`config.mk`:
```
export PLATFORM = sky130hd
export DESIGN_NAME = rmsn_store
export DESIGN_NICKNAME = d
export VERILOG_FILES = /design/src/sv/rms_normalization_row_top_defines.svh /design/src/sv/rmsn_pkg.sv /design/src/sv/rmsn_store.sv
export SDC_FILE = /design/constraint.sdc
export NUM_CORES = 2
export LEC_CHECK = 0
export ABC_CLOCK_PERIOD_IN_PS = 4600
export BUFFER_PORTS_ARGS = -buffer_cell sky130_fd_sc_hd__buf_2
export CAP_MARGIN = 20
export CORE_UTILIZATION = 30
export CTS_CLUSTER_DIAMETER = 120
export CTS_CLUSTER_SIZE = 30
export DETAILED_ROUTE_END_ITERATION = 7
export PLACE_DENSITY = 0.52
export SYNTH_ARGS = -nofsm -noshare
export SYNTH_HDL_FRONTEND = slang
export SYNTH_SLANG_ARGS = --single-unit
export TNS_END_PERCENT = 30
```
`constraint.sdc`:
```
create_clock -name clock -period 4.6 [get_ports clock]
set_clock_uncertainty 0.1 [all_clocks]
set_input_delay 0.92 -clock clock [delete_from_list [all_inputs] [get_ports clock]]
set_output_delay 0.92 -clock clock [all_outputs]
set_load 0.02 [all_outputs]
```
`src/sv/rms_normalization_row_top_defines.svh`:
```
// assertion macros for the rms normalization row block
`ifndef RMS_NORMALIZATION_ROW_TOP_DEFINES_SVH
`define RMS_NORMALIZATION_ROW_TOP_DEFINES_SVH
`ifndef SYNTHESIS
`define RMSN_ASSERT(lbl, clk, rst, prop, msg) \
   lbl: assert property (@(posedge clk) disable iff (rst) prop) else $error(msg);
`define RMSN_ASSERT_NR(lbl, clk, prop, msg) \
   lbl: assert property (@(posedge clk) prop) else $error(msg);
`else
`define RMSN_ASSERT(lbl, clk, rst, prop, msg)
`define RMSN_ASSERT_NR(lbl, clk, prop, msg)
`endif
`endif

```
`src/sv/rmsn_pkg.sv`:
```
// shared types and constants of the rms normalization row block
`default_nettype none
package rmsn_pkg;
   localparam int DATA_WIDTH  = 16;
   localparam int ROW_MAX_DEF = 64;
   localparam int COUNT_WIDTH = 7;
   localparam int SUM_WIDTH   = 37;
   localparam int EPS_WIDTH   = 24;
   localparam int R_WIDTH     = 32;
   localparam int E_WIDTH     = 4;
   localparam logic [EPS_WIDTH-1:0] EPS_RESET = 24'd168;
   localparam logic [0:0] REG_EPSILON = 1'b0;

   typedef struct packed {
      logic signed [DATA_WIDTH-1:0] x_value;
      logic signed [DATA_WIDTH-1:0] scale_value;
      logic                         last_element;
   } rmsn_req_type;

   typedef struct packed {
      logic signed [DATA_WIDTH-1:0] y_value;
      logic                         last_output;
      logic                         saturated;
      logic                         row_overflow;
   } rmsn_rsp_type;

   typedef struct packed {
      logic signed [DATA_WIDTH-1:0] x;
      logic signed [DATA_WIDTH-1:0] s;
   } rmsn_entry_type;

   typedef struct packed {
      logic                   done;
      logic [R_WIDTH-1:0]     r;
      logic [E_WIDTH-1:0]     e;
   } rmsn_root_type;

   typedef struct packed {
      logic                   start;
      logic [COUNT_WIDTH-1:0] count;
      logic                   overflow;
   } rmsn_emit_ctl_type;

   typedef enum logic [1:0] {S_ACC, S_LAUNCH, S_RECIP, S_EMIT} rmsn_top_state_type;
   typedef enum logic [2:0] {R_IDLE, R_DIV, R_SUM, R_NORM, R_ROOT} rmsn_root_state_type;
endpackage
`default_nettype wire

```
`src/sv/rmsn_store.sv`:
```
// row and scale memory, one write and one registered read port
`default_nettype none
module rmsn_store #(
   parameter int ROW_MAX = rmsn_pkg::ROW_MAX_DEF,
   parameter int AW = (ROW_MAX > 1) ? $clog2(ROW_MAX) : 1
) (
   input  wire logic                     clock,
   input  wire logic                     wr_en,
   input  wire logic [AW-1:0]            wr_addr,
   input  wire rmsn_pkg::rmsn_entry_type wr_data,
   input  wire logic                     rd_en,
   input  wire logic [AW-1:0]            rd_addr,
   output rmsn_pkg::rmsn_entry_type      rd_data
);
   import rmsn_pkg::*;
   rmsn_entry_type mem_ff [ROW_MAX];
   rmsn_entry_type rd_ff;

   always_ff @(posedge clock) begin
      if (wr_en) begin
         mem_ff[wr_addr] <= wr_data;
      end
      if (rd_en) begin
         rd_ff <= mem_ff[rd_addr];
      end
   end

   assign rd_data = rd_ff;
endmodule
`default_nettype wire

```
Word level (Yosys, flattened, before mapping)
Memory sizes are Yosys's and may differ from the RTL's. A register that Yosys moved wholly into a read port is not among the register bits.
Cells that the tools add are included.
Storage, ports and cells
  bits in registers: 0
  memory bits (writable): 2048
  input port bits: 47
  output and inout port bits: 32
  logic and storage cells: 3
  memories kept: 1
Operators by class
  muxes and demuxes: 2
Memory list
  mem_ff: depth 64, bits a word 32, read ports 1, clocked after memory_dff 1, wr ports 1, RTL line rmsn_store.sv:16  | rmsn_entry_type mem_ff [ROW_MAX];
Operators with widths (number)
  1-bit two-way mux: 2

Longest topological paths before layout
  word-level depth: 2
  depth in mapped cells: 10
  mapped depth without buffers: 5

Least setup slack after synthesis
OpenSTA, ideal clock, no wires.
  path kind: input -> register
  start point: in wr_addr[3]
  end point: mem mem_ff[48][0] (netlist bit), enable pin
  library setup time: 461 ps
  arrival: 3619 ps
  required time: 4039 ps
  path slack: 420 ps
  stages on the path: 4
  path buffers: 1
  cells stage by stage: clkbuf_1 -> nor2b_1 -> nand4b_1 -> nor3_1
RTL lines
  start: declaration: RTL line rmsn_store.sv:9  | input wire logic [AW-1:0] wr_addr,
  end: declaration: RTL line rmsn_store.sv:16
No word-level cell before the write port.

==> results.yml <==
outcome:
  outcome: "finished clean"
sta:
  setup_slack_ps: 1140
  period_share_pct: 75.3
  fin_setup_tns_ps: 0
  setup_viol: 0
  max-slew-margin-rel_pct: 26.3
  fmax_ghz: 0.289
  grt_setup_unrepaired: "no"
  fin_crit_ps: 3460
  drv_slew: 0
  hold_violations: 0
  worst_pin_slew_ps: 1110
synth:
  avgSynthCellArea_um2: 23.7
  yosysWarnings: 0
  yosys-top-cells-area: "edfxtp_1 79%, mux4_2 16%, mux2i_1 1.2%"
  yosysTopAreaCellShare_pct: 79.2
  synth-seq-cells: 2080
  synth.net_count: 3371
  yosysSeqAreaShare_pct: 79.2
  syn_area_um2: 78800
  synthCells: 3324
  synth.most_common_cell: "edfxtp_1"
  synth_top_area_cell: "edfxtp_1"
  synth_common_cells: "2080 x edfxtp_1, 544 x mux4_2, 137 x nor2_1"
  synth_flop_cell: "edfxtp_1"
  synth_edf_count: 2080
  ys_async_sr_fraction_pct: 0
  ys_types: 33
setup_path:
  rrSetupSlack_ps: 1900
  worstReg2RegEnd: "rd_data[31]$_DFFE_PP_"
  worstSetupEndpointType: "flop"
  reg2reg_depth: 4
  crit_type: "in2reg"
  r2r_start: "mem_ff[47][31]$_DFFE_PP_"
  start_kind: "input pin"
  cp.arrival_ps: 3830
  cp_max_fo: 24
  worst_ep_required_time_ps: 4970
clock_network:
  cts_tree: "built"
  cts_resized: 0
  clk_latency_ps: 760
  cts_sinks: 2080
  cts.clk_slew.worst_paths_ps: 110
  cts_root_buffer: "clkbuf_16"
  cts_hold_buf: 0
  h-tree-depth: 3
  cts_setup_buffers: 0
  clockBufferDepth: 3
  cts_buffers: 80
die:
  initial_utilization_pct: 30.3
  die_w_um: 515
  boundaryPins: 79
  rows: 187
  die_area_um2: 265000
  die_h_um: 515
  coreArea_um2: 260000
pwr:
  power.density_nw_per_um2: 365
  cellLeakagePower_nw: 26.1
  ir_worst_vdd_v: 0.000253
global_routing:
  antenna_found_initial: 36
  overflow: 0
  grt_pass1_vias: 36700
  grt_max_degree: 67
  grt_pass1_wl_mm: 304
  grt_usage_pct: 16.6
worst_hold_path:
  hp-class: "in2reg"
  min_from: "wr_data[15]"
  hold_depth: 1
  min_to: "mem_ff[52][15]$_DFFE_PP_"
detailed_routing:
  post-route-drc-count: 0
  drtIter0Drc: 4575
  vias_per_cell: 5.15
  vias: 36300
  drt_wl_total_mm: 221
  firstDrtPassIters: 5
  post_drt_wl_per_cell_um: 31.5
  antenna_left: 0
placement:
  gp_congestion: 0.750
  pre_cts_slack_ps: 407
  dp_hpwl_mm: 128
  dp_cells: 6928
  io_buffers: 78
cells_and_area:
  post-route-util_pct: 33.7
  area_growth_pct: 11.2
  finalNetCount: 3568
  stdcell_count: 7037
  post_route_cells_drive_above_1_share_pct: 28.4
run:
  maxCapViolations: 0
-- worst max-delay path by stage --
stage / from / endpoint / slack (ps) / cells past startpoint
floorplan: wr_addr[3] / mem_ff[48][0]$_DFFE_PP_ / 420 / 4
global placement: rd_addr[0] / rd_data[31]$_DFFE_PP_ / 430 / 7
detailed placement: rd_addr[0] / rd_data[31]$_DFFE_PP_ / 410 / 7
CTS: rd_addr[0] / rd_data[31]$_DFFE_PP_ / 1250 / 7
global route: rd_addr[1] / rd_data[1]$_DFFE_PP_ / 1140 / 7
finish: rd_addr[0] / rd_data[31]$_DFFE_PP_ / 1140 / 7
-- critical path, cell delays in order --
cell,delay (ps)
buf_8,300
buf_12,270
buf_4,280
mux4_2,550
mux4_2,540
o22ai_1,760
nor2_1,120
-- layout make-up --
| type | instances | area, µm² |
|---|---|---|
| fill | 24200 | 173000 |
| sequential | 2080 | 62500 |
| multi-input combinational | 1062 | 16000 |
| tap | 3496 | 4370 |
| timing repair buffer | 297 | 2660 |
| clock buffer | 83 | 2080 |
| clock inverter | 8 | 92.6 |
| antenna | 11 | 27.5 |
-- stage by stage --
| stage | hold slack, ps | total power [mW] | instance area, µm² |
|---|---|---|---|
| 2_1_floorplan | 650 | 22.5 | 78800 |
| 3_3_place_gp | 705 | 23.6 | 85300 |
| 3_5_place_dp | 711 | 23.6 | 85300 |
| 4_1_cts | 338 | 32.3 | 87500 |
| 5_1_grt | 371 | 32.9 | 87700 |
| 6_report | 386 | 32.0 | 87700 |
-- where the power goes --
part | total (mW) | leakage [nW] | switching, mW | internal [mW]
Sequential | 21.1 | 18.7 | 0.0660 | 21.0
Combinational | 2.06 | 6.28 | 1.30 | 0.755
Clock | 8.92 | 1.06 | 5.61 | 3.31
-- cells by family after synthesis --
group	count (synthesis)	synth area share, %
simple gates	223	1.26
buf+inv	182	1.12
flops	2080	79.2
compound gates	202	1.67
mux	637	16.7
-- state kept, by name, summed over array words and instances (netlist names) --
name     cells
mem_ff    2048
rd_data     32
-- per-layer routing --
metal | part of all wire [%] | vias to the layer above | track usage [%]
met5 | 0.031 | - | 0
met3 | 5.8 | 236 | 2.70
met1 | 42 | 20300 | 22.3
li1 | - | 14500 | -
met4 | 2.6 | 10 | 4.65
met2 | 50 | 1164 | 27.6
-- layout by cell type (no fill, tap or decap), types with 15 or more instances in the layout --
cell type / n
mux2i_1: 93
edfxtp_1: 2080
buf_4: 173
nor2b_1: 15
nand2_1: 26
o22ai_1: 84
buf_12: 44
clkbuf_16: 83
nor2_4: 62
o221ai_1: 27
nor2_1: 75
buf_2: 74
mux4_2: 544
a21oi_1: 62
(Power assumes the default switching activity.)
