**src/sv/rms_normalization_row_top_defines.svh**
```systemverilog
// assertion macros for the rms normalization row block
`ifndef RMS_NORMALIZATION_ROW_TOP_DEFINES_SVH
`define RMS_NORMALIZATION_ROW_TOP_DEFINES_SVH
`ifndef SYNTHESIS
`define RMSN_ASSERT(lbl, clk, rst, prop, msg) \
   lbl: assert property (@(posedge clk) disable iff (rst) prop) else $error(msg);
`define RMSN_ASSERT_NR(lbl, clk, prop, msg) \
   lbl: assert property (@(posedge clk) prop) else $error(msg);
`else
`define RMSN_ASSERT(lbl, clk, rst, prop, msg)
`define RMSN_ASSERT_NR(lbl, clk, prop, msg)
`endif
`endif

```
**src/sv/rmsn_pkg.sv**
```systemverilog
// shared types and constants of the rms normalization row block
`default_nettype none
package rmsn_pkg;
   localparam int DATA_WIDTH  = 16;
   localparam int ROW_MAX_DEF = 64;
   localparam int COUNT_WIDTH = 7;
   localparam int SUM_WIDTH   = 37;
   localparam int EPS_WIDTH   = 24;
   localparam int R_WIDTH     = 32;
   localparam int E_WIDTH     = 4;
   localparam logic [EPS_WIDTH-1:0] EPS_RESET = 24'd168;
   localparam logic [0:0] REG_EPSILON = 1'b0;

   typedef struct packed {
      logic signed [DATA_WIDTH-1:0] x_value;
      logic signed [DATA_WIDTH-1:0] scale_value;
      logic                         last_element;
   } rmsn_req_type;

   typedef struct packed {
      logic signed [DATA_WIDTH-1:0] y_value;
      logic                         last_output;
      logic                         saturated;
      logic                         row_overflow;
   } rmsn_rsp_type;

   typedef struct packed {
      logic signed [DATA_WIDTH-1:0] x;
      logic signed [DATA_WIDTH-1:0] s;
   } rmsn_entry_type;

   typedef struct packed {
      logic                   done;
      logic [R_WIDTH-1:0]     r;
      logic [E_WIDTH-1:0]     e;
   } rmsn_root_type;

   typedef struct packed {
      logic                   start;
      logic [COUNT_WIDTH-1:0] count;
      logic                   overflow;
   } rmsn_emit_ctl_type;

   typedef enum logic [1:0] {S_ACC, S_LAUNCH, S_RECIP, S_EMIT} rmsn_top_state_type;
   typedef enum logic [2:0] {R_IDLE, R_DIV, R_SUM, R_NORM, R_ROOT} rmsn_root_state_type;
endpackage
`default_nettype wire

```
**src/sv/rmsn_emit.sv**
```systemverilog
// row replay and scaling pipeline that produces the result beats
`default_nettype none
module rmsn_emit #(
   parameter int ROW_MAX = rmsn_pkg::ROW_MAX_DEF,
   parameter int AW = (ROW_MAX > 1) ? $clog2(ROW_MAX) : 1
) (
   input  wire logic                        clock,
   input  wire logic                        reset,
   input  wire rmsn_pkg::rmsn_emit_ctl_type ctl,
   input  wire rmsn_pkg::rmsn_root_type     root,
   output logic                             rd_en,
   output logic [AW-1:0]                    rd_addr,
   input  wire rmsn_pkg::rmsn_entry_type    rd_data,
   output logic                             rsp_valid,
   output rmsn_pkg::rmsn_rsp_type           rsp_data
);
   import rmsn_pkg::*;
   localparam logic [DATA_WIDTH-1:0] POS_MAX = {1'b0, {(DATA_WIDTH-1){1'b1}}};
   localparam logic [DATA_WIDTH-1:0] NEG_MAX = {1'b1, {(DATA_WIDTH-1){1'b0}}};

   logic issue_ff, v1_ff, v2_ff, v3_ff, out_v_ff;
   logic last1_ff, last2_ff, last3_ff, neg2_ff, neg3_ff;
   logic [COUNT_WIDTH-1:0] k_ff;
   logic [2*DATA_WIDTH-1:0] p2_ff;
   logic [63:0] pr3_ff, rnd, mag;
   logic [DATA_WIDTH-1:0] ax, as;
   logic [5:0] sh;
   logic last_k;
   rmsn_rsp_type out_ff, out_in;

   assign last_k  = k_ff == ctl.count - COUNT_WIDTH'(1);
   assign rd_en   = issue_ff;
   assign rd_addr = k_ff[AW-1:0];
   assign ax = rd_data.x[DATA_WIDTH-1] ? DATA_WIDTH'(-rd_data.x) : rd_data.x;
   assign as = rd_data.s[DATA_WIDTH-1] ? DATA_WIDTH'(-rd_data.s) : rd_data.s;
   assign sh  = 6'd47 - 6'(root.e);
   assign rnd = pr3_ff + (64'(1) << (sh - 6'd1));
   assign mag = rnd >> sh;

   always_comb begin
      out_in.last_output  = last3_ff;
      out_in.row_overflow = ctl.overflow;
      out_in.saturated    = 1'b0;
      if (mag == 64'd0) begin
         out_in.y_value = '0;
      end else if (neg3_ff) begin
         if (mag > 64'(NEG_MAX)) begin
            out_in.y_value   = NEG_MAX;
            out_in.saturated = 1'b1;
         end else begin
            out_in.y_value = DATA_WIDTH'(-mag);
         end
      end else begin
         if (mag > 64'(POS_MAX)) begin
            out_in.y_value   = POS_MAX;
            out_in.saturated = 1'b1;
         end else begin
            out_in.y_value = DATA_WIDTH'(mag);
         end
      end
   end

   always_ff @(posedge clock) begin
      if (reset) begin
         issue_ff <= 1'b0;
         v1_ff    <= 1'b0;
         v2_ff    <= 1'b0;
         v3_ff    <= 1'b0;
         out_v_ff <= 1'b0;
         k_ff     <= '0;
      end else begin
         if (ctl.start) begin
            issue_ff <= 1'b1;
            k_ff     <= '0;
         end else if (issue_ff) begin
            k_ff <= k_ff + COUNT_WIDTH'(1);
            if (last_k) issue_ff <= 1'b0;
         end
         v1_ff    <= issue_ff;
         v2_ff    <= v1_ff;
         v3_ff    <= v2_ff;
         out_v_ff <= v3_ff;
      end
   end

   always_ff @(posedge clock) begin
      last1_ff <= last_k;
      last2_ff <= last1_ff;
      neg2_ff  <= rd_data.x[DATA_WIDTH-1] ^ rd_data.s[DATA_WIDTH-1];
      p2_ff    <= ax * as;
      last3_ff <= last2_ff;
      neg3_ff  <= neg2_ff;
      pr3_ff   <= 64'(p2_ff) * 64'(root.r);
      out_ff   <= out_in;
   end

   assign rsp_valid = out_v_ff;
   assign rsp_data  = out_ff;
endmodule
`default_nettype wire

```
**config.mk**
```make
export PLATFORM = sky130hd
export DESIGN_NAME = rmsn_emit
export DESIGN_NICKNAME = d
export VERILOG_FILES = /design/src/sv/rms_normalization_row_top_defines.svh /design/src/sv/rmsn_pkg.sv /design/src/sv/rmsn_emit.sv
export SDC_FILE = /design/constraint.sdc
export NUM_CORES = 2
export LEC_CHECK = 0
export BUFFER_PORTS_ARGS = -buffer_cell sky130_fd_sc_hd__buf_4
export CAP_MARGIN = 20
export CORE_UTILIZATION = 43
export CTS_BUF_LIST = sky130_fd_sc_hd__clkbuf_16
export DETAILED_ROUTE_END_ITERATION = 12
export GPL_ROUTABILITY_DRIVEN = 0
export GPL_TIMING_DRIVEN = 0
export PLACE_DENSITY = 0.71
export SLEW_MARGIN = 10
export SYNTH_ARGS = -nofsm -noshare
export SYNTH_HDL_FRONTEND = slang
export SYNTH_SLANG_ARGS = --single-unit
export TNS_END_PERCENT = 100
```
**constraint.sdc**
```tcl
create_clock -name clock -period 8.3 [get_ports clock]
set_input_delay 0.83 -clock clock [delete_from_list [all_inputs] [get_ports clock]]
set_output_delay 0.83 -clock clock [all_outputs]
set_load 0.05 [all_outputs]
```
# --- Word level (Yosys, flattened, before mapping) ---
# Cells that the tools add are included.
classes:
  add_sub_neg: 8
  multipliers: 2
  order_cmp: 2
  eq_ne: 1
  shifts: 2
  mux: 11
  bitwise_logic: 1
  n_reduce_logical: 2
ops:
  columns: ["op", "n"]
  rows:
  - ["$mux W16", 5]
  - ["$add A64 B64 Y64", 1]
  - ["$gt A64 B15 Y1 const B", 1]
  - ["$gt A64 B16 Y1 const B", 1]
  - ["$logic_not A64 Y1", 1]
  - ["$mul A32 B32 Y64", 1]
  - ["$shl A1 B6 Y64 const A", 1]
  - ["$shr A64 B6 Y64", 1]
  - ["$neg A16 Y16", 3]
  - ["$mul A16 B16 Y32", 1]
  - ["$add A7 B1 Y7 const B", 1]
  - ["$eq A7 B7 Y1", 1]
  - ["$sub A7 B1 Y7 const B", 1]
  - ["$mux W1", 6]
  - ["$sub A6 B1 Y6 const B", 1]
  - ["$sub A6 B4 Y6 const A", 1]
  - ["$reduce_or A2 Y1", 1]
  - ["$xor A1 B1 Y1", 1]
word_totals:
  ff_bits: 132
  in_bits: 80
  out_inout_bits: 27
  word_cells: 46

# --- Longest topological paths before layout ---
depth:
  ltp_word: 8
  ltp_mapped: 33
  ltp_nobuf: 32

# --- Worst setup path before layout ---
# No wires, ideal clock.
synth_timing:
  path_kind: "input port to flip-flop"
  start: "input port root[12] (netlist name)"
  end: "register pr3_ff[63]"
  setup_time_ns: 0.072
  t_arrival_ns: 8.516
  t_required_ns: 8.228
  setup_slack_ns: -0.288
  stages: 27
  n_path_buf: 1
  path_cell_list: "clkbuf_1 -> and2_1 -> fa_1 -> fa_1 -> inv_1 -> fa_1 -> fa_1 -> fa_1 -> inv_1 -> fa_1 -> fa_1 -> fa_1 -> ha_1 -> a21o_1 -> a21oi_1 -> nor2_1 -> nor2_1 -> or4b_2 -> o22ai_1 -> o211ai_1 -> a221oi_1 -> a21oi_1 -> a41o_1 -> o41ai_1 -> o221ai_1 -> o21ai_0 -> xnor2_1"
synth_between:
  elab_chain_cells: 1
synth_rtl:
  columns: ["item", "line", "rtl"]
  rows:
  - ["from (decl)", "rmsn_emit.sv:10", "input wire rmsn_pkg::rmsn_root_type root,"]
  - ["$mul A32 B32 Y64", "rmsn_emit.sv:93", "pr3_ff <= 64'(p2_ff) * 64'(root.r);"]
  - ["to (signal assigned)", "rmsn_emit.sv:93", null]
  - ["to (decl)", "rmsn_emit.sv:25", "logic [63:0] pr3_ff, rnd, mag;"]
# Every way passes these cells.
# A chain may end at the register's enable or synchronous reset.

# --- Worst setup path in the final report ---
layout_timing:
  start: "input port root[17] (netlist name)"
  end: "register pr3_ff[57]"
# The elaborated chain is that of the path after synthesis.

==> metrics.txt <==
area grow syn2layout 10.7%; CP max-delay cell fa_1; crit path DAT 8.62 ns; RSZ-0062 raised after global routing yes; DR vias/cell 5.64; GR met2 Demand/Resource 43.1%; r2r setup slk 0.10 ns; synth unique cells 114; vias 42,400; Yosys warning total 0; die height 346 um; worst-margin pin slew 1.12 ns; CTS sink cnt 131; max-cap viol count 0; Cells after Synth 5,762; crit path from root[17]; row count 125; die footprint 120,000 um^2; drt wl/cell 22.4 um; Initial DRC Count 4,168; hold endpoint last2_ff; Critical Path RT 8.70 ns; fmax 122 MHz; post-route minimum period 8.22 ns; layout cells sized above 1 10.0%; final hold violation count 0; Yosys reg bits 131; met1 Usage GRT 33.3%; global route hottest layer met2; Seq/Total Area, Yosys 5.15%; Total Routing Usage GR 28.0%; Main synth FF type dfxtp_1; grt ovf 0; initial core utilization 43.6%; CTS tree built; IO Pins 107; Clock Tree Buf Depth 2; Critical R2R Launch p2_ff[14]; Reg clk slew, reported paths 0.07 ns; I/O Buffers 99; core area 117,000 um^2; fill cell count 10,800; Final period util 99.0%; wirelength, routed 168 mm; Hold Path Depth 0; count of final setup violators 0; H-tree depth 4; Worst path max stage delay 0.65 ns; largest net degree at the start of global routing 17; most used cell, CP fa_1; Hold WC Path Type register to register; Hold Crit Start last1_ff; DP HPWL 139 mm; critical path endpoint category register; Avg Synthesized Cell Area 8.84 um^2; M3 GR Usage 9.76%; DR pass1 iterations 6; CTS Buf Count 17; async set-reset flop share out of synthesis 0%; number of synthesized flops with an enable pin 0; mapped cell area 51,000 um^2; CP startpoint kind primary input; worst hold slack 0.329 ns; FF-to-FF End pr3_ff[57]; DR DRC count 0; initial antenna violation count 14; CP max FO 6; crit path kind primary input to register; Die W 346 um; Rel. slew slack 24.5%; number of global-route vias before repair 43,900; Clock Skew 0.0344 ns; Reg2Reg Depth 27; Nets 7,581; Slew Viols, Final 0; global-route wire length before repair 254 mm; Root Driver clkbuf_16; status finished, final reports clean; Antenna Nets Post-Route 0; Worst-Skew Late Latency 0.55 ns
==> per-stage QoR <==
step	instances	worst slack [ns]	TNS (ns)	instance area (um^2)	util [%]
2_1_floorplan	5807	0.00347	0	51200	-
3_3_place_gp	7430	-1.62	-38.53	53800	46.1
3_5_place_dp	7432	-1.70	-40.76	53800	46.1
4_1_cts	7470	0.00227	0	55300	47.4
5_1_grt	7515	-0.0798	-0.321	56400	48.3
6_report	7524	0.0842	0	56400	48.3
==> how the worst max path moves through the flow <==
stage / to / slack, ns / depth (start not counted)
detailed placement: p2_ff[31] / -1.70 / 33
global route: p2_ff[30] / -0.08 / 28
global placement: pr3_ff[59] / -1.62 / 30
floorplan: pr3_ff[59] / 0.003 / 27
finish: pr3_ff[57] / 0.08 / 28
CTS: p2_ff[30] / 0.002 / 31
==> synth_stat cells, drive strengths merged (31+ instances only) <==
library cell | n | area, um^2
a21o | 75 | 563
a21oi | 175 | 913
and2 | 618 | 3870
clkbuf | 254 | 953
dfxtp | 131 | 2620
fa | 1090 | 21800
ha | 435 | 5440
inv | 1119 | 4200
nand2 | 732 | 2750
nand3 | 52 | 270
nand4 | 31 | 228
nor2 | 247 | 930
nor3 | 40 | 220
o21ai | 123 | 627
xnor2 | 109 | 955
xor2 | 74 | 648
==> final cells by class <==
| class | instances | area [um^2] | share of cell area (%) |
|---|---|---|---|
| multi-input cells | 4278 | 43800 | 77.6 |
| clock buffers | 17 | 425 | 0.754 |
| repair buffers | 156 | 1350 | 2.38 |
| inverters | 1122 | 4220 | 7.47 |
| clock inverters | 15 | 144 | 0.255 |
| well taps | 1524 | 1910 | 3.38 |
| flip-flops and latches | 131 | 2670 | 4.73 |
| diodes | 11 | 27.5 | 0.0488 |
| plain buffers | 270 | 1880 | 3.34 |
==> worst max-delay path: cells and delay by family <==
| kind | cells | cell delay (ns) |
|---|---|---|
| buffers and inverters | 5 | 0.53 |
| AND/OR/NAND/NOR | 5 | 1.03 |
| adder cells (fa/ha/maj) | 9 | 4.51 |
| AO/OA/AOI/OAI | 8 | 1.58 |
| XOR/XNOR | 1 | 0.12 |
==> cells in the final DEF (no fill, tap or decap), types with 28 or more instances in the layout <==
cell / synthesis / final
nand2_1: 732 / 729
clkbuf_2: 0 / 71
o21ai_0: 101 / 89
xor2_1: 74 / 67
nor3_1: 36 / 36
nor2_1: 246 / 241
nand3_1: 50 / 50
dfxtp_1: 131 / 112
xnor2_1: 109 / 103
a21o_1: 75 / 75
fa_1: 1090 / 1062
inv_1: 1118 / 1106
and2_1: 618 / 603
buf_4: 10 / 156
clkbuf_1: 254 / 83
conb_1: 1 / 46
o21a_1: 29 / 29
ha_1: 435 / 424
a21oi_1: 169 / 164
fa_2: 0 / 28
==> timing repair <==
action / in CTS / in global routing
buffers inserted: 11 / 35
cloned: 0 / 8
gates resized for setup: 286 / 346
setup endpoints to repair: 36 / 24
pin swaps: 31 / 74
hold buffers: 0 / 0
==> flip-flops by register name, indices dropped and copies added, names as in the netlist <==
| register | cells |
|---|---|
| k_ff | 7 |
| last1_ff | 1 |
| last2_ff | 1 |
| last3_ff | 1 |
| neg2_ff | 1 |
| neg3_ff | 1 |
| p2_ff | 32 |
| pr3_ff | 63 |
| rd_en | 1 |
| rsp_data | 19 |
| rsp_valid | 1 |
| v1_ff | 1 |
| v2_ff | 1 |
| v3_ff | 1 |
==> per-layer routing <==
| metal | vias to the layer above | wire length, um |
|---|---|---|
| li1 | 18100 | - |
| met2 | 2791 | 72300 |
| met3 | 788 | 22100 |
| met4 | 20 | 13100 |
| met5 | - | 189 |
| met1 | 20700 | 60700 |
==> cell families after synthesis <==
family | Yosys count | synth area share (%)
multiplexers | 37 | 1.03
AO/OA/AOI/OAI | 633 | 8.62
buffers and inverters | 1398 | 10.4
other | 1 | 0.00736
flip-flops | 131 | 5.15
AND/OR/NAND/NOR | 1854 | 18.1
adder cells (fa/ha/maj) | 1525 | 53.5
XOR/XNOR | 183 | 3.15
Power is left out: the tool's default activity adds up to more than one toggle a clock period on the data nets, which glitch-free logic cannot reach.
