### src/sv/rms_normalization_row_top_defines.svh
// assertion macros for the rms normalization row block
`ifndef RMS_NORMALIZATION_ROW_TOP_DEFINES_SVH
`define RMS_NORMALIZATION_ROW_TOP_DEFINES_SVH
`ifndef SYNTHESIS
`define RMSN_ASSERT(lbl, clk, rst, prop, msg) \
   lbl: assert property (@(posedge clk) disable iff (rst) prop) else $error(msg);
`define RMSN_ASSERT_NR(lbl, clk, prop, msg) \
   lbl: assert property (@(posedge clk) prop) else $error(msg);
`else
`define RMSN_ASSERT(lbl, clk, rst, prop, msg)
`define RMSN_ASSERT_NR(lbl, clk, prop, msg)
`endif
`endif

### src/sv/rmsn_pkg.sv
// shared types and constants of the rms normalization row block
`default_nettype none
package rmsn_pkg;
   localparam int DATA_WIDTH  = 16;
   localparam int ROW_MAX_DEF = 64;
   localparam int COUNT_WIDTH = 7;
   localparam int SUM_WIDTH   = 37;
   localparam int EPS_WIDTH   = 24;
   localparam int R_WIDTH     = 32;
   localparam int E_WIDTH     = 4;
   localparam logic [EPS_WIDTH-1:0] EPS_RESET = 24'd168;
   localparam logic [0:0] REG_EPSILON = 1'b0;

   typedef struct packed {
      logic signed [DATA_WIDTH-1:0] x_value;
      logic signed [DATA_WIDTH-1:0] scale_value;
      logic                         last_element;
   } rmsn_req_type;

   typedef struct packed {
      logic signed [DATA_WIDTH-1:0] y_value;
      logic                         last_output;
      logic                         saturated;
      logic                         row_overflow;
   } rmsn_rsp_type;

   typedef struct packed {
      logic signed [DATA_WIDTH-1:0] x;
      logic signed [DATA_WIDTH-1:0] s;
   } rmsn_entry_type;

   typedef struct packed {
      logic                   done;
      logic [R_WIDTH-1:0]     r;
      logic [E_WIDTH-1:0]     e;
   } rmsn_root_type;

   typedef struct packed {
      logic                   start;
      logic [COUNT_WIDTH-1:0] count;
      logic                   overflow;
   } rmsn_emit_ctl_type;

   typedef enum logic [1:0] {S_ACC, S_LAUNCH, S_RECIP, S_EMIT} rmsn_top_state_type;
   typedef enum logic [2:0] {R_IDLE, R_DIV, R_SUM, R_NORM, R_ROOT} rmsn_root_state_type;
endpackage
`default_nettype wire

### src/sv/rmsn_recip.sv
// mean square divider, normalizer and bit-serial reciprocal square root
`default_nettype none
module rmsn_recip (
   input  wire logic                                clock,
   input  wire logic                                reset,
   input  wire logic                                start,
   input  wire logic [rmsn_pkg::SUM_WIDTH-1:0]      sum,
   input  wire logic [rmsn_pkg::COUNT_WIDTH-1:0]    count,
   input  wire logic [rmsn_pkg::EPS_WIDTH-1:0]      eps,
   output rmsn_pkg::rmsn_root_type                  root
);
   import rmsn_pkg::*;
   localparam logic [96:0] LIMIT = 97'(1) << 94;

   rmsn_root_state_type state_ff, state_in;
   logic done_ff, done_in;
   logic [5:0] step_ff;
   logic [SUM_WIDTH-1:0] quo_ff;
   logic [COUNT_WIDTH-1:0] rem_ff, div_ff, rem_nx;
   logic [EPS_WIDTH-1:0] eps_ff;
   logic [31:0] mn_ff, m_sat;
   logic [E_WIDTH-1:0] e_ff;
   logic [R_WIDTH-1:0] r_ff;
   logic [63:0] u_ff, uc;
   logic [96:0] t_ff, tc;
   logic [COUNT_WIDTH:0] trial;
   logic ge, fits, mn_small;
   logic [4:0] b;
   logic [SUM_WIDTH:0] m_sum;

   assign b = step_ff[4:0];
   assign trial = {rem_ff, quo_ff[SUM_WIDTH-1]};
   assign ge = trial >= {1'b0, div_ff};
   assign rem_nx = ge ? COUNT_WIDTH'(trial - {1'b0, div_ff}) : COUNT_WIDTH'(trial);
   assign m_sum = {1'b0, quo_ff} + (SUM_WIDTH+1)'(eps_ff);
   assign m_sat = (m_sum[SUM_WIDTH:32] != '0) ? 32'hFFFF_FFFF : m_sum[31:0];
   assign mn_small = mn_ff < 32'h4000_0000;
   assign uc = u_ff + (64'(mn_ff) << b);
   assign tc = t_ff + (97'(u_ff) << (6'(b) + 6'd1)) + (97'(mn_ff) << {b, 1'b0});
   assign fits = tc <= LIMIT;

   always_ff @(posedge clock) begin
      if (reset) begin
         state_ff <= R_IDLE;
         done_ff  <= 1'b0;
      end else begin
         state_ff <= state_in;
         done_ff  <= done_in;
      end
   end

   always_comb begin
      state_in = state_ff;
      done_in  = 1'b0;
      unique case (state_ff)
         R_IDLE: if (start) state_in = R_DIV;
         R_DIV:  if (step_ff == 6'd0) state_in = R_SUM;
         R_SUM:  state_in = R_NORM;
         R_NORM: begin
            if (mn_ff == 32'd0) begin
               state_in = R_IDLE;
               done_in  = 1'b1;
            end else if (!mn_small) begin
               state_in = R_ROOT;
            end
         end
         R_ROOT: begin
            if (step_ff == 6'd0) begin
               state_in = R_IDLE;
               done_in  = 1'b1;
            end
         end
         default: state_in = R_IDLE;
      endcase
   end

   always_ff @(posedge clock) begin
      case (state_ff)
         R_IDLE: begin
            if (start) begin
               quo_ff  <= sum;
               rem_ff  <= '0;
               div_ff  <= count;
               eps_ff  <= eps;
               step_ff <= 6'(SUM_WIDTH - 1);
            end
         end
         R_DIV: begin
            quo_ff  <= {quo_ff[SUM_WIDTH-2:0], ge};
            rem_ff  <= rem_nx;
            step_ff <= step_ff - 6'd1;
         end
         R_SUM: begin
            mn_ff <= m_sat;
            e_ff  <= '0;
         end
         R_NORM: begin
            if (mn_ff != 32'd0 && mn_small) begin
               mn_ff <= {mn_ff[29:0], 2'b00};
               e_ff  <= e_ff + E_WIDTH'(1);
            end else begin
               r_ff    <= '0;
               u_ff    <= '0;
               t_ff    <= '0;
               step_ff <= 6'(R_WIDTH - 1);
            end
         end
         R_ROOT: begin
            if (fits) begin
               r_ff <= r_ff | (R_WIDTH'(1) << b);
               u_ff <= uc;
               t_ff <= tc;
            end
            step_ff <= step_ff - 6'd1;
         end
         default: ;
      endcase
   end

   assign root.done = done_ff;
   assign root.r    = r_ff;
   assign root.e    = e_ff;
endmodule
`default_nettype wire

### config.mk
export PLATFORM = sky130hd
export DESIGN_NAME = rmsn_recip
export DESIGN_NICKNAME = d
export VERILOG_FILES = /design/src/sv/rms_normalization_row_top_defines.svh /design/src/sv/rmsn_pkg.sv /design/src/sv/rmsn_recip.sv
export SDC_FILE = /design/constraint.sdc
export NUM_CORES = 2
export LEC_CHECK = 0
export ABC_AREA = 1
export BUFFER_PORTS_ARGS = -buffer_cell sky130_fd_sc_hd__buf_2
export CORE_ASPECT_RATIO = 1.2
export CORE_UTILIZATION = 40
export DETAILED_ROUTE_END_ITERATION = 8
export SYNTH_ARGS = -nofsm -noshare
export SYNTH_HDL_FRONTEND = slang
export SYNTH_SLANG_ARGS = --single-unit
export TNS_END_PERCENT = 20
### constraint.sdc
create_clock -name clock -period 9.3 [get_ports clock]
set_input_delay 1.86 -clock clock [delete_from_list [all_inputs] [get_ports clock]]
set_output_delay 1.86 -clock clock [all_outputs]
set_load 0.03 [all_outputs]
==> Yosys cells after proc, flatten, opt, wreduce, memory -nomap -nowiden <==
Index checks and enable logic that the tools add are counted.
{ "word_totals": {"out_inout_bits": 37, "reg_bits": 314, "wordCells": 87, "input_bits": 71} }
{ "classes": {"n_addsub": 8, "n_reduce_logical": 17, "n_shift": 4, "n_eq_ne": 11, "bitwise": 1, "n_mux": 31, "magnitude_cmp": 3} }
{ "ops": {"columns": ["cell", "n"], "rows": [
  ["$add A97 B97 Y97", 2],
  ["$mux W97", 2],
  ["$pmux W97 S2", 1],
  ["$mux W32", 4],
  ["$mux W64", 2],
  ["$pmux W32 S2", 2],
  ["$pmux W64 S2", 1],
  ["$le A97 B95 Y1 const B", 1],
  ["$shl A32 B6 Y97", 1],
  ["$shl A64 B6 Y97", 1],
  ["$pmux W37 S2", 1],
  ["$add A64 B64 Y64", 1],
  ["$shl A32 B5 Y64", 1],
  ["$add A37 B24 Y38", 1],
  ["$mux W37", 1],
  ["$logic_not A32 Y1", 1],
  ["$lt A32 B31 Y1 const B", 1],
  ["$or A32 B32 Y32", 1],
  ["$reduce_bool A32 Y1", 1],
  ["$shl A1 B5 Y32 const A", 1],
  ["$pmux W6 S3", 1],
  ["$mux W3", 5],
  ["$pmux W3 S5", 1],
  ["$mux W7", 2],
  ["other kinds (26)", 39]
]} }

==> Depth between registers and ports, before layout <==
{ "depth": {"depth_word": 7, "ltp_mapped": 46, "depth_no_buf": 39} }

==> Least setup slack after synthesis <==
OpenSTA, ideal clock, no wires.
{ "synth_path": {"path_type": "register to register", "startpoint": "reg step_ff[0]", "endpoint": "reg r_ff[0] (enable)", "arrival_time_ps": 9204, "path_buffers": 7, "setup_time_ps": 545, "setup_slack_ps": -449, "path_stages_with_launch": 41, "path_cell_list": "edfxtp_1 > buf_4 > inv_2 > buf_2 > buf_2 > buf_1 > ha_1 > buf_4 > clkinv_1 > buf_2 > clkbuf_1 > o21ai_0 > mux2i_1 > inv_1 > nand2_1 > o21ai_0 > mux2i_1 > inv_1 > [... 5 more ...] > inv_1 > nor2_1 > inv_1 > nor2_1 > inv_1 > nor2_1 > nand2_1 > nand3_1 > nand2_1 > nor2_1 > nand2_1 > nor2_1 > nand3_1 > nor2_1 > nand2_1 > nand3_1 > nand2_1 > inv_1"} }
{ "synth_between": {"elab_chain_len": 7} }
{ "synth_rtl": {"columns": ["element", "line_no", "rtl"], "rows": [
  ["start: declaration", "rmsn_recip.sv:17", "logic [5:0] step_ff;"],
  ["start signal: assignment", "rmsn_recip.sv:85", "step_ff <= 6'(SUM_WIDTH - 1);"],
  ["start signal: assignment", "rmsn_recip.sv:91", "step_ff <= step_ff - 6'd1;"],
  ["start signal: assignment", "rmsn_recip.sv:105", "step_ff <= 6'(R_WIDTH - 1);"],
  ["$add A5 B1 Y6", "rmsn_recip.sv:39", "assign tc = t_ff + (97'(u_ff) << (6'(b) + 6'd1)) + (97'(mn_ff) << {b, 1'b0});"],
  ["$shl A64 B6 Y97", "rmsn_recip.sv:39", null],
  ["$add A97 B97 Y97", "rmsn_recip.sv:39", null],
  ["$add A97 B97 Y97 (*)", "rmsn_recip.sv:39", null],
  ["$le A97 B95 Y1 (*)", "rmsn_recip.sv:40", "assign fits = tc <= LIMIT;"],
  ["$ne A2 B2 Y1 (no line) (*)", null, null],
  ["$reduce_and A3 Y1 (no line) (*)", null, null],
  ["end signal: assignment", "rmsn_recip.sv:110", "r_ff <= r_ff | (R_WIDTH'(1) << b);"],
  ["end: declaration", "rmsn_recip.sv:23", "logic [R_WIDTH-1:0] r_ff;"]
]} }
Mark *: on every way between the ends. The rest lies on a longest branch, timed or not.
A chain may end at the register's enable or synchronous reset.

==> Worst setup path after layout <==
{ "layout_path": {"startpoint": "reg step_ff[2]", "endpoint": "reg u_ff[9] (enable)"} }
{ "layout_between": {"elab_chain_len": 7} }
{ "layout_rtl": {"columns": ["element", "line_no", "rtl"], "rows": [
  ["$add A5 B1 Y6", "rmsn_recip.sv:39", null],
  ["$shl A64 B6 Y97", "rmsn_recip.sv:39", null],
  ["$add A97 B97 Y97", "rmsn_recip.sv:39", null],
  ["$add A97 B97 Y97 (*)", "rmsn_recip.sv:39", null],
  ["$le A97 B95 Y1 (*)", "rmsn_recip.sv:40", null],
  ["$ne A2 B2 Y1 (no line) (*)", null, null],
  ["$reduce_and A3 Y1 (no line) (*)", null, null],
  ["end signal: assignment", "rmsn_recip.sv:111", "u_ff <= uc;"],
  ["end: declaration", "rmsn_recip.sv:24", "logic [63:0] u_ff, uc;"]
]} }
Marked as above.

==> flow_summary.yaml <==
placed_design:
  numPortBuffers: 107
  placed_area_um2: 39230
  place.gp.congestion: 1.120
  hpwlAfterDp_mm: 133.1
synth:
  yosys-top-cells-area: "edfxtp_1 25%, nand2_1 18%, inv_1 8.6%"
  synth_top_area_cell: "edfxtp_1"
  ys.flop_type: "edfxtp_1"
  ys_ff_latch: 314
  synth_fp_nets: 6301
  syn-cell-area_um2: 37410
  synth_cell_type_count: 57
  synth-edff-count: 310
  synth_cells: 5933
  avgSynthCellArea_um2: 6.305
  seq_area_frac_synth_pct: 25.10
  netlist.area_leader.share_pct: 24.89
  async_reset_ff_share_pct: 0
  ys_warn_count: 0
floorplanning:
  die-height_um: 337.0
  fp.dieW_um: 281.2
  num_rows: 122
  die-area_um2: 94750
  core-area_um2: 92500
  pin_count: 108
  initial_core_util_pct: 40.44
routing:
  drc: 0
  wire_per_inst_um: 22.34
  drtIter0Drc: 3927
  wirelength_mm: 161.0
  drtPass1Iterations: 9
  ant_nets: 0
  vias: 39610
  drt-vias-per-instance: 5.495
sta:
  rsz0062_at_grt: "false"
  finalHoldViolCount: 0
  fin_crit_sh_pct: 93.72
  maxSlewHeadroom_pct: 14.75
  skew_ns: 0.01738
  setup_violations: 0
  fin_crit_ns: 8.716
  maxSlewViolCount: 0
  timing.fmax_mhz: 114.7
  fin_tns_setup_ns: 0
  worst_pin_slew_ns: 1.265
cts:
  clk_pin_slew_ns: 0.06
  cts_sinks: 314
  hold_buffers: 0
  cts_resized: 0
  root_buffer: "clkbuf_16"
  cts.path.max_buffers: 3
  cts_buffers: 36
  clk_latency_ns: 0.57
  htreeDepth: 2
  post_cts_buffers: 0
  cts_tree: "done"
hold_path:
  hold_class: "reg2reg"
setup_path:
  crit_slowest_cell: "o22ai_1"
  r2r_setup_slack_ns: 0.58
  cp-startpoint: "step_ff[2]"
  cp_common_cell: "nand2_1"
  startpoint_type: "flop"
  worstSetupEndpoint: "u_ff[9]"
  worst-path-max-fanout: 62
  worstSetupPathType: "reg2reg"
  worstPathArrival_ns: 8.94
  reg2reg_from: "step_ff[2]"
  end_kind: "flop"
  required_ns: 9.52
  rr_worst_depth: 32
  r2r-end: "u_ff[9]"
  slowest_delay_ns: 0.58
global_routing:
  gr-total-overflow: 0
  antenna_found_initial: 0
  grt_pass1_wl_mm: 234.8
  grt_max_degree: 73
  grt_pass1_vias: 37050
  grt_util_all_layers_pct: 33.54
layout:
  nFillCells: 10040
  final_common_cell: "nand2_1"
  syn_to_final_growth_pct: 7.864
  layout_common_cells: "1838 x nand2_1, 852 x inv_1, 698 x nor2_1, 452 x o21ai_0, 412 x a21oi_1"
  design_area_um2: 40350
  num-nets-final: 6308
  drive_gt1_share_pct: 4.910
status:
  outcome: "complete, no violations"
flow_run:
  maxCapViolations: 0
-- metrics by stage --
step / hold WS, ns / instances / util [%] / worst slack (ns)
final: 0.5013 / 7208 / 43.62 / 0.5843
after global routing: 0.5430 / 7207 / 43.62 / 0.2561
after CTS: 0.5007 / 7207 / 43.61 / 0.9922
after detailed placement: 0.4888 / 7142 / 42.41 / 1.017
after global placement: 0.4886 / 7142 / 42.41 / 0.9346
after floorplan: 0.4658 / 5933 / - / 0.6072
-- kinds of logic after synthesis --
logic type / share of synthesized area [%]
buffers and inverters: 10.97
xor gates and xnor gates: 1.385
AOI/OAI and AO/OA: 16.39
adders and majority gates: 11.90
DFF: 25.10
and+or+nand+nor: 32.46
muxes: 1.793
-- sequential cells by signal (all words and copies together) (netlist names) --
name and flops:
eps_ff 24, r_ff 32, quo_ff 37, e_ff 4, div_ff 7, step_ff 6, done_ff 1, t_ff 97
mn_ff 32, u_ff 64, state_ff 3, rem_ff 7
-- cell usage after synthesis, drive strengths merged, types with 7 or more instances --
cell type	instances
a211oi	7
a21boi	11
a21o	16
a21oi	416
a22oi	15
a31oi	53
buf	86
clkbuf	116
edfxtp	310
fa	98
ha	199
inv	864
mux2i	67
nand2	1844
nand3	280
nand3b	41
nand4	32
nor2	706
nor3	61
nor4	17
o21a	29
o21ai	468
o21bai	16
o221ai	13
o22ai	49
or2	26
xnor2	21
xor2	36
-- critical path: cells and delay by family, from the launching register on --
kind / cells / cell delay [ns]
compound gates: 1 / 0.58
xor+xnor: 1 / 0.19
fa+ha+maj: 2 / 0.97
buf+inv: 8 / 2.35
flops: 1 / 0.36
simple gates: 20 / 3.73
-- worst min path at each step --
stage / from / to / slack (ns) / depth (start not counted)
after floorplan: state_ff[0] / state_ff[0] / 0.47 / 2
after global placement: state_ff[0] / state_ff[0] / 0.49 / 2
after detailed placement: state_ff[0] / state_ff[0] / 0.49 / 2
after CTS: state_ff[0] / state_ff[0] / 0.50 / 2
after global routing: state_ff[0] / state_ff[0] / 0.54 / 2
final: state_ff[0] / state_ff[0] / 0.50 / 2
-- metal layers --
layer,wire [um],global-route usage [%],part of all wire (%)
met2,72060,53.90,45
met5,0,0,0
met3,10870,4.885,6.7
met4,15700,27.90,9.7
met1,62410,39.62,39
-- area by class of cell --
cell class	instances	area, um^2	share of cell area, %
clock inverter	24	188.9	0.4682
timing repair buffer	171	1066	2.642
multi-input combinational	4552	23980	59.43
clock buffer	41	919.6	2.279
tap	1240	1551	3.845
sequential	314	9389	23.27
antenna	1	2.502	0.006202
inverter	865	3253	8.063
Power is left out: the tool's default activity adds up to more than one toggle a clock period on the data nets, which glitch-free logic cannot reach.
